`src/rtl/cluster_charge_centroid_unit_macros.svh`:
```
// Assertion macros shared by the cluster centroid RTL.
// Depends on nothing; included by files that carry concurrent assertions.
`ifndef CLUSTER_CHARGE_CENTROID_UNIT_MACROS_SVH
`define CLUSTER_CHARGE_CENTROID_UNIT_MACROS_SVH

// Condition and consequence in the same cycle.
`define CCCU_ASSERT_NOW(label, clk, rst_n, ante, cons, msg) \
    label: assert property (@(posedge clk) disable iff (!rst_n) (ante) |-> (cons)) \
        else $error(msg);

// Consequence in the cycle after the condition.
`define CCCU_ASSERT_NEXT(label, clk, rst_n, ante, cons, msg) \
    label: assert property (@(posedge clk) disable iff (!rst_n) (ante) |=> (cons)) \
        else $error(msg);

`endif

```
`src/rtl/ccc_pkg.sv`:
```
// Package for the cluster charge centroid unit: field widths, register indexes,
// reset values and the command/status structs between controller and datapath.
`default_nettype none

package ccc_pkg;

    localparam int CHANNEL_W    = 8;
    localparam int ADC_W        = 12;
    localparam int MEAN_W       = 16;
    localparam int WIDTH_W      = 12;
    localparam int FACTOR_W     = 8;
    localparam int CHARGE_W     = 20;
    localparam int TALLY_W      = 5;
    localparam int CENTROID_W   = 12;
    localparam int SECOND_OUT_W = 20;
    localparam int FIRST_SUM_W  = 28;
    localparam int SECOND_SUM_W = 36;
    localparam int AMP_W        = 16;
    localparam int THR_W        = FACTOR_W + WIDTH_W;
    localparam int AMP_CH_W     = AMP_W + CHANNEL_W;
    localparam int AMP_CH2_W    = AMP_CH_W + CHANNEL_W;
    localparam int FRAC_W       = 4;
    localparam int DIV_NUM_W    = SECOND_SUM_W + FRAC_W + 1;
    localparam int CFG_INDEX_W  = 4;
    localparam int CFG_DATA_W   = 8;

    localparam logic [CFG_INDEX_W-1:0] REG_SILICON_HIT  = CFG_INDEX_W'(0);
    localparam logic [CFG_INDEX_W-1:0] REG_SILICON_SEED = CFG_INDEX_W'(1);
    localparam logic [CFG_INDEX_W-1:0] REG_DIAMOND_HIT  = CFG_INDEX_W'(2);
    localparam logic [CFG_INDEX_W-1:0] REG_DIAMOND_SEED = CFG_INDEX_W'(3);

    localparam logic [FACTOR_W-1:0] HIT_FACTOR_RESET  = FACTOR_W'(48);
    localparam logic [FACTOR_W-1:0] SEED_FACTOR_RESET = FACTOR_W'(80);

    typedef enum logic {
        DIV_FIRST,
        DIV_SECOND
    } div_sel_t;

    typedef struct packed {
        logic     capture;
        logic     mult;
        logic     compare;
        logic     accum;
        logic     div_start;
        div_sel_t div_sel;
        logic     cent_load;
        logic     out_load;
    } dp_cmd_t;

    typedef struct packed {
        logic last;
        logic charge_zero;
        logic div_done;
    } dp_status_t;

endpackage

`default_nettype wire

```
`src/rtl/cluster_charge_centroid_unit.sv`:
```
// Top level of the cluster charge centroid unit: ports, controller and datapath.
// Depends on ccc_pkg, ccc_ctrl, ccc_datapath and the assertion macro header.
//
// Channel     Direction  Handshake           Carries
// s_          in         s_valid / s_ready   one strip channel of a cluster
// m_          out        m_valid / m_ready   one cluster result
// cfg_        in         cfg_valid/cfg_ready register index and factor value
//
// A channel that does not close its cluster passes through capture, multiply,
// compare and accumulate before the next channel can be accepted.
// A closing channel runs the shared one-bit-per-cycle divider twice over a
// 41-bit dividend; when the charge is zero both divisions are skipped.
// Reset (aresetn low, synchronous) restores the default factors and clears the
// accumulators; s_ready is registered and rises in the cycle after reset is released.
// A stalled result waits in the output register while further channels are
// taken; only the next closing channel waits for that result to leave.
`default_nettype none

`include "cluster_charge_centroid_unit_macros.svh"

module cluster_charge_centroid_unit #(
    parameter int MAX_CLUSTER_CHANNELS = 16,
    parameter int CHANNEL_COUNT        = 256
) (
    input  wire logic                                  aclk,
    input  wire logic                                  aresetn,
    // Configuration writes.
    input  wire logic                                  cfg_valid,
    output logic                                       cfg_ready,
    input  wire logic [ccc_pkg::CFG_INDEX_W-1:0]       cfg_index,
    input  wire logic [ccc_pkg::CFG_DATA_W-1:0]        cfg_data,
    // Channel input.
    input  wire logic                                  s_valid,
    output logic                                       s_ready,
    input  wire logic [ccc_pkg::CHANNEL_W-1:0]         s_channel_index,
    input  wire logic [ccc_pkg::ADC_W-1:0]             s_adc_value,
    input  wire logic [ccc_pkg::MEAN_W-1:0]            s_pedestal_mean,
    input  wire logic [ccc_pkg::WIDTH_W-1:0]           s_pedestal_width,
    input  wire logic                                  s_is_diamond,
    input  wire logic                                  s_last_in_cluster,
    // Cluster result.
    output logic                                       m_valid,
    input  wire logic                                  m_ready,
    output logic      [ccc_pkg::CHARGE_W-1:0]          m_cluster_charge,
    output logic      [ccc_pkg::TALLY_W-1:0]           m_hit_count,
    output logic      [ccc_pkg::TALLY_W-1:0]           m_seed_count,
    output logic      [ccc_pkg::CENTROID_W-1:0]        m_centroid,
    output logic      [ccc_pkg::SECOND_OUT_W-1:0]      m_second_moment,
    output logic                                       m_no_charge
);

    ccc_pkg::dp_cmd_t    cmd;
    ccc_pkg::dp_status_t status;

    // Factor registers are plain flops and can take a write in any cycle.
    assign cfg_ready = 1'b1;

    // The controller owns both handshakes; the datapath only sees commands.
    ccc_ctrl u_ctrl (
        .aclk   (aclk),
        .aresetn(aresetn),
        .s_valid(s_valid),
        .s_ready(s_ready),
        .m_valid(m_valid),
        .m_ready(m_ready),
        .status (status),
        .cmd    (cmd)
    );

    // The datapath holds the factors, the accumulators, the divider and the
    // result registers that drive the m_ payload.
    ccc_datapath #(
        .MAX_CLUSTER_CHANNELS(MAX_CLUSTER_CHANNELS),
        .CHANNEL_COUNT       (CHANNEL_COUNT)
    ) u_datapath (
        .aclk             (aclk),
        .aresetn          (aresetn),
        .cfg_write        (cfg_valid && cfg_ready),
        .cfg_index        (cfg_index),
        .cfg_data         (cfg_data),
        .s_channel_index  (s_channel_index),
        .s_adc_value      (s_adc_value),
        .s_pedestal_mean  (s_pedestal_mean),
        .s_pedestal_width (s_pedestal_width),
        .s_is_diamond     (s_is_diamond),
        .s_last_in_cluster(s_last_in_cluster),
        .cmd              (cmd),
        .status           (status),
        .m_cluster_charge (m_cluster_charge),
        .m_hit_count      (m_hit_count),
        .m_seed_count     (m_seed_count),
        .m_centroid       (m_centroid),
        .m_second_moment  (m_second_moment),
        .m_no_charge      (m_no_charge)
    );

    // An empty cluster reports zero moments and zero charge.
    `CCCU_ASSERT_NOW(a_empty_cluster_zeroed, aclk, aresetn, m_valid && m_no_charge, m_centroid == '0 && m_second_moment == '0 && m_cluster_charge == '0, "empty cluster with nonzero fields")

    // Charge is only ever gathered by hit channels.
    `CCCU_ASSERT_NOW(a_charge_needs_hits, aclk, aresetn, m_valid && !m_no_charge, m_cluster_charge != '0 && m_hit_count != '0, "charge without hits")

    // One channel at a time: acceptance closes the input for the next cycle.
    `CCCU_ASSERT_NEXT(a_one_channel_in_flight, aclk, aresetn, s_valid && s_ready, !s_ready, "input reopened while a channel is in work")

endmodule

`default_nettype wire

```
`src/rtl/ccc_divider.sv`:
```
// Restoring divider, one quotient bit per cycle, for the centroid unit.
// Stand-alone; no package dependency.
`default_nettype none

module ccc_divider #(
    parameter int NUM_W = 41,
    parameter int DEN_W = 20
) (
    input  wire logic             aclk,
    input  wire logic             aresetn,
    input  wire logic             start,
    input  wire logic [NUM_W-1:0] numerator,
    input  wire logic [DEN_W-1:0] denominator,
    output logic      [NUM_W-1:0] quotient,
    output logic                  done
);

    localparam int CNT_W = $clog2(NUM_W + 1);

    logic [DEN_W-1:0] den_reg;
    logic [DEN_W-1:0] rem_reg;
    logic [DEN_W-1:0] rem_next;
    logic [NUM_W-1:0] quo_reg;
    logic [NUM_W-1:0] quo_next;
    logic [CNT_W-1:0] cnt_reg;
    logic             busy_reg;
    logic             done_reg;
    logic [DEN_W:0]   shifted;
    logic [DEN_W+1:0] diff;
    logic             take;

    always_comb begin
        shifted  = {rem_reg, quo_reg[NUM_W-1]};
        diff     = {1'b0, shifted} - {2'b00, den_reg};
        take     = !diff[DEN_W+1];
        rem_next = take ? diff[DEN_W-1:0] : shifted[DEN_W-1:0];
        quo_next = {quo_reg[NUM_W-2:0], take};
    end

    always_ff @(posedge aclk) begin
        if (!aresetn) begin
            busy_reg <= 1'b0;
            done_reg <= 1'b0;
            cnt_reg  <= '0;
        end else begin
            done_reg <= 1'b0;
            if (start) begin
                busy_reg <= 1'b1;
                cnt_reg  <= CNT_W'(NUM_W);
            end else if (busy_reg) begin
                cnt_reg <= cnt_reg - CNT_W'(1);
                if (cnt_reg == CNT_W'(1)) begin
                    busy_reg <= 1'b0;
                    done_reg <= 1'b1;
                end
            end
        end
    end

    always_ff @(posedge aclk) begin
        if (start) begin
            den_reg <= denominator;
            rem_reg <= '0;
            quo_reg <= numerator;
        end else if (busy_reg) begin
            rem_reg <= rem_next;
            quo_reg <= quo_next;
        end
    end

    assign quotient = quo_reg;
    assign done     = done_reg;

endmodule

`default_nettype wire

```
`src/rtl/ccc_datapath.sv`:
```
// Datapath of the centroid unit: factor registers, per-channel threshold and
// moment arithmetic, saturating accumulators, shared divider and result registers.
// Depends on ccc_pkg and ccc_divider.
`default_nettype none

module ccc_datapath #(
    parameter int MAX_CLUSTER_CHANNELS = 16,
    parameter int CHANNEL_COUNT        = 256
) (
    input  wire logic                                  aclk,
    input  wire logic                                  aresetn,
    input  wire logic                                  cfg_write,
    input  wire logic [ccc_pkg::CFG_INDEX_W-1:0]       cfg_index,
    input  wire logic [ccc_pkg::CFG_DATA_W-1:0]        cfg_data,
    input  wire logic [ccc_pkg::CHANNEL_W-1:0]         s_channel_index,
    input  wire logic [ccc_pkg::ADC_W-1:0]             s_adc_value,
    input  wire logic [ccc_pkg::MEAN_W-1:0]            s_pedestal_mean,
    input  wire logic [ccc_pkg::WIDTH_W-1:0]           s_pedestal_width,
    input  wire logic                                  s_is_diamond,
    input  wire logic                                  s_last_in_cluster,
    input  wire ccc_pkg::dp_cmd_t                      cmd,
    output ccc_pkg::dp_status_t                        status,
    output logic      [ccc_pkg::CHARGE_W-1:0]          m_cluster_charge,
    output logic      [ccc_pkg::TALLY_W-1:0]           m_hit_count,
    output logic      [ccc_pkg::TALLY_W-1:0]           m_seed_count,
    output logic      [ccc_pkg::CENTROID_W-1:0]        m_centroid,
    output logic      [ccc_pkg::SECOND_OUT_W-1:0]      m_second_moment,
    output logic                                       m_no_charge
);

    localparam int CH_TOP = (CHANNEL_COUNT - 1 > (1 << ccc_pkg::CHANNEL_W) - 1) ?
                            (1 << ccc_pkg::CHANNEL_W) - 1 : CHANNEL_COUNT - 1;
    localparam int SEEN_W = $clog2(MAX_CLUSTER_CHANNELS + 1);

    // Threshold factors.
    logic [ccc_pkg::FACTOR_W-1:0] si_hit_reg;
    logic [ccc_pkg::FACTOR_W-1:0] si_seed_reg;
    logic [ccc_pkg::FACTOR_W-1:0] di_hit_reg;
    logic [ccc_pkg::FACTOR_W-1:0] di_seed_reg;

    // Captured channel.
    logic [ccc_pkg::CHANNEL_W-1:0] ch_reg;
    logic [ccc_pkg::ADC_W-1:0]     adc_reg;
    logic [ccc_pkg::MEAN_W-1:0]    mean_reg;
    logic [ccc_pkg::WIDTH_W-1:0]   wid_reg;
    logic                          dia_reg;
    logic                          last_reg;
    logic [ccc_pkg::CHANNEL_W-1:0] ch_sat;

    // First stage: amplitude, thresholds and amplitude times channel.
    logic [ccc_pkg::MEAN_W-1:0]   scaled;
    logic                         pos_reg;
    logic [ccc_pkg::AMP_W-1:0]    amp_reg;
    logic [ccc_pkg::THR_W-1:0]    hthr_reg;
    logic [ccc_pkg::THR_W-1:0]    sthr_reg;
    logic [ccc_pkg::AMP_CH_W-1:0] amp_ch_reg;

    // Second stage: decisions and amplitude times channel squared.
    logic [ccc_pkg::THR_W-1:0]     amp8;
    logic                          hit_reg;
    logic                          seed_reg;
    logic [ccc_pkg::AMP_CH2_W-1:0] amp_ch2_reg;

    // Accumulators.
    logic [ccc_pkg::CHARGE_W-1:0]     charge_reg;
    logic [ccc_pkg::TALLY_W-1:0]      hit_tally_reg;
    logic [ccc_pkg::TALLY_W-1:0]      seed_tally_reg;
    logic [ccc_pkg::FIRST_SUM_W-1:0]  first_reg;
    logic [ccc_pkg::SECOND_SUM_W-1:0] second_reg;
    logic [SEEN_W-1:0]                seen_reg;
    logic                             active;
    logic [ccc_pkg::CHARGE_W:0]       charge_sum;
    logic [ccc_pkg::FIRST_SUM_W:0]    first_sum;
    logic [ccc_pkg::SECOND_SUM_W:0]   second_sum;

    // Division.
    logic [ccc_pkg::DIV_NUM_W-1:0]    half_charge;
    logic [ccc_pkg::DIV_NUM_W-1:0]    num_first;
    logic [ccc_pkg::DIV_NUM_W-1:0]    num_second;
    logic [ccc_pkg::DIV_NUM_W-1:0]    div_num;
    logic [ccc_pkg::DIV_NUM_W-1:0]    quotient;
    logic                             div_done;
    logic [ccc_pkg::CENTROID_W-1:0]   cent_sat;
    logic [ccc_pkg::SECOND_OUT_W-1:0] second_sat;
    logic [ccc_pkg::CENTROID_W-1:0]   cent_reg;

    // Results.
    logic [ccc_pkg::CHARGE_W-1:0]     out_charge_reg;
    logic [ccc_pkg::TALLY_W-1:0]      out_hit_reg;
    logic [ccc_pkg::TALLY_W-1:0]      out_seed_reg;
    logic [ccc_pkg::CENTROID_W-1:0]   out_cent_reg;
    logic [ccc_pkg::SECOND_OUT_W-1:0] out_second_reg;
    logic                             out_zero_reg;

    always_ff @(posedge aclk) begin
        if (!aresetn) begin
            si_hit_reg  <= ccc_pkg::HIT_FACTOR_RESET;
            si_seed_reg <= ccc_pkg::SEED_FACTOR_RESET;
            di_hit_reg  <= ccc_pkg::HIT_FACTOR_RESET;
            di_seed_reg <= ccc_pkg::SEED_FACTOR_RESET;
        end else if (cfg_write) begin
            case (cfg_index)
                ccc_pkg::REG_SILICON_HIT:  si_hit_reg  <= cfg_data;
                ccc_pkg::REG_SILICON_SEED: si_seed_reg <= cfg_data;
                ccc_pkg::REG_DIAMOND_HIT:  di_hit_reg  <= cfg_data;
                ccc_pkg::REG_DIAMOND_SEED: di_seed_reg <= cfg_data;
                default: ;
            endcase
        end
    end

    assign ch_sat = (s_channel_index > ccc_pkg::CHANNEL_W'(CH_TOP)) ?
                    ccc_pkg::CHANNEL_W'(CH_TOP) : s_channel_index;

    always_ff @(posedge aclk) begin
        if (cmd.capture) begin
            ch_reg   <= ch_sat;
            adc_reg  <= s_adc_value;
            mean_reg <= s_pedestal_mean;
            wid_reg  <= s_pedestal_width;
            dia_reg  <= s_is_diamond;
            last_reg <= s_last_in_cluster;
        end
    end

    assign scaled = {adc_reg, ccc_pkg::FRAC_W'(0)};

    always_ff @(posedge aclk) begin
        if (cmd.mult) begin
            pos_reg    <= scaled > mean_reg;
            amp_reg    <= scaled - mean_reg;
            hthr_reg   <= ccc_pkg::THR_W'(dia_reg ? di_hit_reg : si_hit_reg) *
                          ccc_pkg::THR_W'(wid_reg);
            sthr_reg   <= ccc_pkg::THR_W'(dia_reg ? di_seed_reg : si_seed_reg) *
                          ccc_pkg::THR_W'(wid_reg);
            amp_ch_reg <= ccc_pkg::AMP_CH_W'(scaled - mean_reg) *
                          ccc_pkg::AMP_CH_W'(ch_reg);
        end
    end

    assign amp8 = {amp_reg, ccc_pkg::FRAC_W'(0)};

    always_ff @(posedge aclk) begin
        if (cmd.compare) begin
            hit_reg     <= pos_reg && (amp8 > hthr_reg);
            seed_reg    <= pos_reg && (amp8 > sthr_reg);
            amp_ch2_reg <= ccc_pkg::AMP_CH2_W'(amp_ch_reg) * ccc_pkg::AMP_CH2_W'(ch_reg);
        end
    end

    always_comb begin
        active     = seen_reg < SEEN_W'(MAX_CLUSTER_CHANNELS);
        charge_sum = {1'b0, charge_reg} + (ccc_pkg::CHARGE_W + 1)'(amp_reg);
        first_sum  = {1'b0, first_reg} + (ccc_pkg::FIRST_SUM_W + 1)'(amp_ch_reg);
        second_sum = {1'b0, second_reg} + (ccc_pkg::SECOND_SUM_W + 1)'(amp_ch2_reg);
    end

    // Accumulators saturate at full width and clear on reset and when a result is loaded into the output registers.
    always_ff @(posedge aclk) begin
        if (!aresetn || cmd.out_load) begin
            charge_reg     <= '0;
            hit_tally_reg  <= '0;
            seed_tally_reg <= '0;
            first_reg      <= '0;
            second_reg     <= '0;
            seen_reg       <= '0;
        end else if (cmd.accum && active) begin
            seen_reg <= seen_reg + SEEN_W'(1);
            if (hit_reg) begin
                charge_reg <= charge_sum[ccc_pkg::CHARGE_W] ? '1 :
                              charge_sum[ccc_pkg::CHARGE_W-1:0];
                first_reg  <= first_sum[ccc_pkg::FIRST_SUM_W] ? '1 :
                              first_sum[ccc_pkg::FIRST_SUM_W-1:0];
                second_reg <= second_sum[ccc_pkg::SECOND_SUM_W] ? '1 :
                              second_sum[ccc_pkg::SECOND_SUM_W-1:0];
                if (hit_tally_reg != '1) begin
                    hit_tally_reg <= hit_tally_reg + ccc_pkg::TALLY_W'(1);
                end
            end
            if (seed_reg && seed_tally_reg != '1) begin
                seed_tally_reg <= seed_tally_reg + ccc_pkg::TALLY_W'(1);
            end
        end
    end

    // Round to nearest by adding half the charge before dividing.
    always_comb begin
        half_charge = ccc_pkg::DIV_NUM_W'(charge_reg[ccc_pkg::CHARGE_W-1:1]);
        num_first   = ccc_pkg::DIV_NUM_W'({first_reg, ccc_pkg::FRAC_W'(0)}) + half_charge;
        num_second  = ccc_pkg::DIV_NUM_W'({second_reg, ccc_pkg::FRAC_W'(0)}) + half_charge;
        div_num     = (cmd.div_sel == ccc_pkg::DIV_SECOND) ? num_second : num_first;
        cent_sat    = (|quotient[ccc_pkg::DIV_NUM_W-1:ccc_pkg::CENTROID_W]) ? '1 :
                      quotient[ccc_pkg::CENTROID_W-1:0];
        second_sat  = (|quotient[ccc_pkg::DIV_NUM_W-1:ccc_pkg::SECOND_OUT_W]) ? '1 :
                      quotient[ccc_pkg::SECOND_OUT_W-1:0];
    end

    ccc_divider #(
        .NUM_W(ccc_pkg::DIV_NUM_W),
        .DEN_W(ccc_pkg::CHARGE_W)
    ) u_divider (
        .aclk       (aclk),
        .aresetn    (aresetn),
        .start      (cmd.div_start),
        .numerator  (div_num),
        .denominator(charge_reg),
        .quotient   (quotient),
        .done       (div_done)
    );

    always_ff @(posedge aclk) begin
        if (cmd.cent_load) begin
            cent_reg <= cent_sat;
        end
    end

    always_ff @(posedge aclk) begin
        if (cmd.out_load) begin
            out_charge_reg <= charge_reg;
            out_hit_reg    <= hit_tally_reg;
            out_seed_reg   <= seed_tally_reg;
            if (charge_reg == '0) begin
                out_cent_reg   <= '0;
                out_second_reg <= '0;
                out_zero_reg   <= 1'b1;
            end else begin
                out_cent_reg   <= cent_reg;
                out_second_reg <= second_sat;
                out_zero_reg   <= 1'b0;
            end
        end
    end

    always_comb begin
        status.last        = last_reg;
        status.charge_zero = charge_reg == '0;
        status.div_done    = div_done;
    end

    assign m_cluster_charge = out_charge_reg;
    assign m_hit_count      = out_hit_reg;
    assign m_seed_count     = out_seed_reg;
    assign m_centroid       = out_cent_reg;
    assign m_second_moment  = out_second_reg;
    assign m_no_charge      = out_zero_reg;

endmodule

`default_nettype wire

```
`src/rtl/ccc_ctrl.sv`:
```
// Controller of the centroid unit: sequences one channel through the datapath
// and runs the two divisions that close a cluster. Depends on ccc_pkg.
`default_nettype none

module ccc_ctrl (
    input  wire logic                aclk,
    input  wire logic                aresetn,
    input  wire logic                s_valid,
    output logic                     s_ready,
    output logic                     m_valid,
    input  wire logic                m_ready,
    input  wire ccc_pkg::dp_status_t status,
    output ccc_pkg::dp_cmd_t         cmd
);

    typedef enum logic [2:0] {
        ST_IDLE,
        ST_MULT,
        ST_CMP,
        ST_ACCUM,
        ST_LAUNCH,
        ST_WAIT_CENT,
        ST_WAIT_SEC,
        ST_FINISH
    } state_t;

    state_t state_reg;
    state_t state_next;
    logic   s_ready_reg;
    logic   m_valid_reg;
    logic   out_free;

    always_comb begin
        cmd        = '0;
        state_next = state_reg;
        out_free   = !m_valid_reg || m_ready;
        case (state_reg)
            ST_IDLE: begin
                if (s_valid && s_ready_reg) begin
                    cmd.capture = 1'b1;
                    state_next  = ST_MULT;
                end
            end
            ST_MULT: begin
                cmd.mult   = 1'b1;
                state_next = ST_CMP;
            end
            ST_CMP: begin
                cmd.compare = 1'b1;
                state_next  = ST_ACCUM;
            end
            ST_ACCUM: begin
                cmd.accum  = 1'b1;
                state_next = status.last ? ST_LAUNCH : ST_IDLE;
            end
            ST_LAUNCH: begin
                if (status.charge_zero) begin
                    state_next = ST_FINISH;
                end else begin
                    cmd.div_start = 1'b1;
                    cmd.div_sel   = ccc_pkg::DIV_FIRST;
                    state_next    = ST_WAIT_CENT;
                end
            end
            ST_WAIT_CENT: begin
                if (status.div_done) begin
                    cmd.cent_load = 1'b1;
                    cmd.div_start = 1'b1;
                    cmd.div_sel   = ccc_pkg::DIV_SECOND;
                    state_next    = ST_WAIT_SEC;
                end
            end
            ST_WAIT_SEC: begin
                cmd.div_sel = ccc_pkg::DIV_SECOND;
                if (status.div_done) begin
                    state_next = ST_FINISH;
                end
            end
            ST_FINISH: begin
                cmd.div_sel = ccc_pkg::DIV_SECOND;
                if (out_free) begin
                    cmd.out_load = 1'b1;
                    state_next   = ST_IDLE;
                end
            end
            default: begin
                state_next = ST_IDLE;
            end
        endcase
    end

    always_ff @(posedge aclk) begin
        if (!aresetn) begin
            state_reg   <= ST_IDLE;
            s_ready_reg <= 1'b0;
            m_valid_reg <= 1'b0;
        end else begin
            state_reg   <= state_next;
            s_ready_reg <= state_next == ST_IDLE;
            if (cmd.out_load) begin
                m_valid_reg <= 1'b1;
            end else if (m_ready) begin
                m_valid_reg <= 1'b0;
            end
        end
    end

    assign s_ready = s_ready_reg;
    assign m_valid = m_valid_reg;

endmodule

`default_nettype wire

```
`config.mk`:
```
export PLATFORM = sky130hd
export DESIGN_NAME = cluster_charge_centroid_unit
export DESIGN_NICKNAME = d
export VERILOG_FILES = /design/src/rtl/ccc_pkg.sv /design/src/rtl/cluster_charge_centroid_unit.sv /design/src/rtl/ccc_divider.sv /design/src/rtl/ccc_datapath.sv /design/src/rtl/ccc_ctrl.sv
export VERILOG_INCLUDE_DIRS = /design/src /design/src/rtl
export SDC_FILE = /design/constraint.sdc
export NUM_CORES = 2
export LEC_CHECK = 0
export ABC_AREA = 1
export BUFFER_PORTS_ARGS = -buffer_cell sky130_fd_sc_hd__buf_2
export CORE_MARGIN = 1
export CORE_UTILIZATION = 41
export DETAILED_ROUTE_END_ITERATION = 12
export HOLD_SLACK_MARGIN = 0.02
export MAX_ROUTING_LAYER = met4
export SETUP_SLACK_MARGIN = 0.02
export SLEW_MARGIN = 10
export SYNTH_ARGS = -nofsm -noshare
export SYNTH_HDL_FRONTEND = slang
export SYNTH_SLANG_ARGS = --single-unit
```
`constraint.sdc`:
```
create_clock -name aclk -period 12.7 [get_ports aclk]
set_clock_uncertainty 0.2 [all_clocks]
set_input_delay 1.27 -clock aclk [delete_from_list [all_inputs] [get_ports aclk]]
set_output_delay 1.27 -clock aclk [all_outputs]
set_load 0.02 [all_outputs]
```
==> flow_summary.yaml <==
floorplanning:
  rows: 118
  start_util_pct: 41.55
  dieArea_sq_um: 106800
  die_y_um: 326.8
  boundaryPins: 133
  core_area_sq_um: 104100
  die_w_um: 326.8
yosys:
  synth_top_area_cell: "edfxtp_1"
  synth_area_leaders: "edfxtp_1 (21%), fa_1 (17%), nand2_1 (11%)"
  synthTopCellsByCount: "nand2_1 (1270), inv_1 (978), nor2_1 (558), fa_1 (363), ha_1 (338)"
  synth_fa_ha_area_share_pct: 26.58
  synth_top_family_by_area: "adder cells"
  synthArstFlopShare_pct: 0
  synth_edf_count: 301
  synth.net_count: 6279
  yosysTopAreaCellShare_pct: 20.90
  synth_area_per_cell_sq_um: 7.847
  synth_cell_types: 63
  synth-simple-area-share_pct: 21.92
  synth_mux_area_share_pct: 0.02604
  seq_area_frac_synth_pct: 28.49
  synthXorXnorAreaFrac_pct: 3.015
  synth_seq_cells: 465
  synth-compound-area-share_pct: 9.887
  yosysMostFrequentCell: "nand2_1"
  syn_area_sq_um: 43240
  postSynthCellCount: 5511
  ys_warn_count: 0
  synth_top_flop_cell: "edfxtp_1"
clock_network:
  numCtsBuffers: 55
  cts.sinks: 465
  cts_tree: "done"
  root_buffer: "clkbuf_16"
  post_cts_buffers: 0
  htreeDepth: 2
  clk_latency_ns: 0.66
  clk_pin_slew_ns: 0.06
  ctsHoldBuffers: 0
  cts_max_path_buffers: 3
  cts_resized: 0
grt:
  grt_max_degree: 85
  grt_pass1_wl_um: 193800
  gr-total-overflow: 0
  antenna_found_initial: 0
  grt_pass1_vias: 35890
  track_usage_pct: 23.41
setup_path:
  cp_max_fo: 11
  start_kind: "flop"
  crit_chain: "inv_1, ha_1, nand4_1, nor2_1, nor2_1, o21ai_0, xnor2_1, nor2_1, fa_1, fa_1, fa_1, inv_1, fa_1, inv_1, ha_1, nand2_1, nor4_1, a21oi_1, o21ai_0, xor2_1"
  path_buf_inv: 3
  critPathCaptureType: "flop"
  max_stage_delay_ns: 0.62
  crit_slowest_cell: "edfxtp_1"
  cp_top_family: "adder cells"
  critPathKind: "reg2reg"
  cp.required_ns: 12.87
  arrival_ns: 6.69
  crit_top_cell: "fa_1"
sta:
  tightest_slew_ns: 1.243
  hold_violations: 0
  post-route-period-util_pct: 51.30
  max_freq_mhz: 153.5
  rsz0062_at_grt: "false"
  finalSetupViolations: 0
  maxSlewHeadroom_pct: 16.42
  period_minus_slack_ns: 6.515
  final-max-slew-violation-count: 0
  setup_tns_ns: 0
place:
  place.gp.congestion: 0.9604
  dpl.hpwl_um: 93830
  numPortBuffers: 131
finish:
  drive_above_1_share_pct: 6.014
  fillCellCount: 10460
  area_delta_synth_final_pct: 9.531
  diodes: 0
  regArea_sq_um: 12320
  largest_register_ffs: 41
  multi_input_area_sq_um: 26610
  nets: 6362
drt:
  post_drt_wl_per_cell_um: 16.93
  drc: 0
  ant_nets: 0
  firstDrtPassIters: 6
  viasPerCell: 5.125
  drtIter0Drc: 2785
  route.vias.total: 35970
  postRouteWirelength_um: 118800
status:
  status: "finished clean"
hold_path:
  hp-class: "reg2reg"
run:
  cap_violations: 0
-- worst min-delay path, stage by stage (launching register included) --
cell and delay, ns:
dfxtp_1 0.32, nand2_1 0.05, nand3_1 0.05
-- worst paths after layout --
path,start,to,slack [ns],depth (start not counted)
worst min register to register,u_datapath.si_seed_reg[6],u_datapath.si_seed_reg[6],0.25,2
worst min-delay path,u_datapath.si_seed_reg[6],u_datapath.si_seed_reg[6],0.25,2
worst max register to register,u_datapath.mean_reg[0],u_datapath.amp_ch_reg[17],6.18,20
worst max-delay path,u_datapath.mean_reg[0],u_datapath.amp_ch_reg[17],6.18,20
-- metrics by stage --
step / cell area [sq um] / utilization [%] / hold slack [ns] / setup WS (ns) / instances
floorplan: 43240 / - / 0.2206 / 5.672 / 5511
global placement: 45270 / 43.50 / 0.2333 / 6.314 / 6917
detailed placement: 45270 / 43.50 / 0.2420 / 6.237 / 6917
CTS: 47370 / 45.51 / 0.2549 / 6.179 / 7017
global route: 47370 / 45.51 / 0.2647 / 5.685 / 7017
finish: 47370 / 45.51 / 0.2535 / 6.185 / 7017
-- metal layers --
metal | wire length (um) | vias up | global-route usage, %
li1 | - | 17720 | -
met1 | 56080 | 17160 | 32.19
met2 | 53630 | 950 | 37.02
met3 | 7089 | 140 | 3.036
met4 | 2008 | 0 | 4.581
met5 | 0 | - | -
-- layout make-up --
type,instances,area share (%)
well taps,1380,3.645
flip-flops and latches,465,26.01
clock buffers,63,3.154
multi-input cells,3917,56.19
inverters,995,7.896
clock inverters,37,1.260
repair buffers,160,1.844
-- cells by family after synthesis --
logic type,count (synthesis)
XOR/XNOR,148
AND/OR/NAND/NOR,2293
multiplexers,1
other,1
AO/OA/AOI/OAI,773
buffers and inverters,1129
flip-flops,465
adder cells (fa/ha/maj),701
-- cells in the final DEF (no fill, tap or decap), drive strengths merged, types with 164 or more instances in the layout --
cell / synthesis / final
o21ai: 283 / 283
inv: 987 / 991
fa: 363 / 363
ha: 338 / 338
nor2: 563 / 563
dfxtp: 164 / 164
nand2: 1285 / 1285
a21oi: 349 / 349
nand3: 255 / 255
edfxtp: 301 / 301
Power is left out: the tool's default activity adds up to more than one toggle a clock period on the data nets, which glitch-free logic cannot reach.
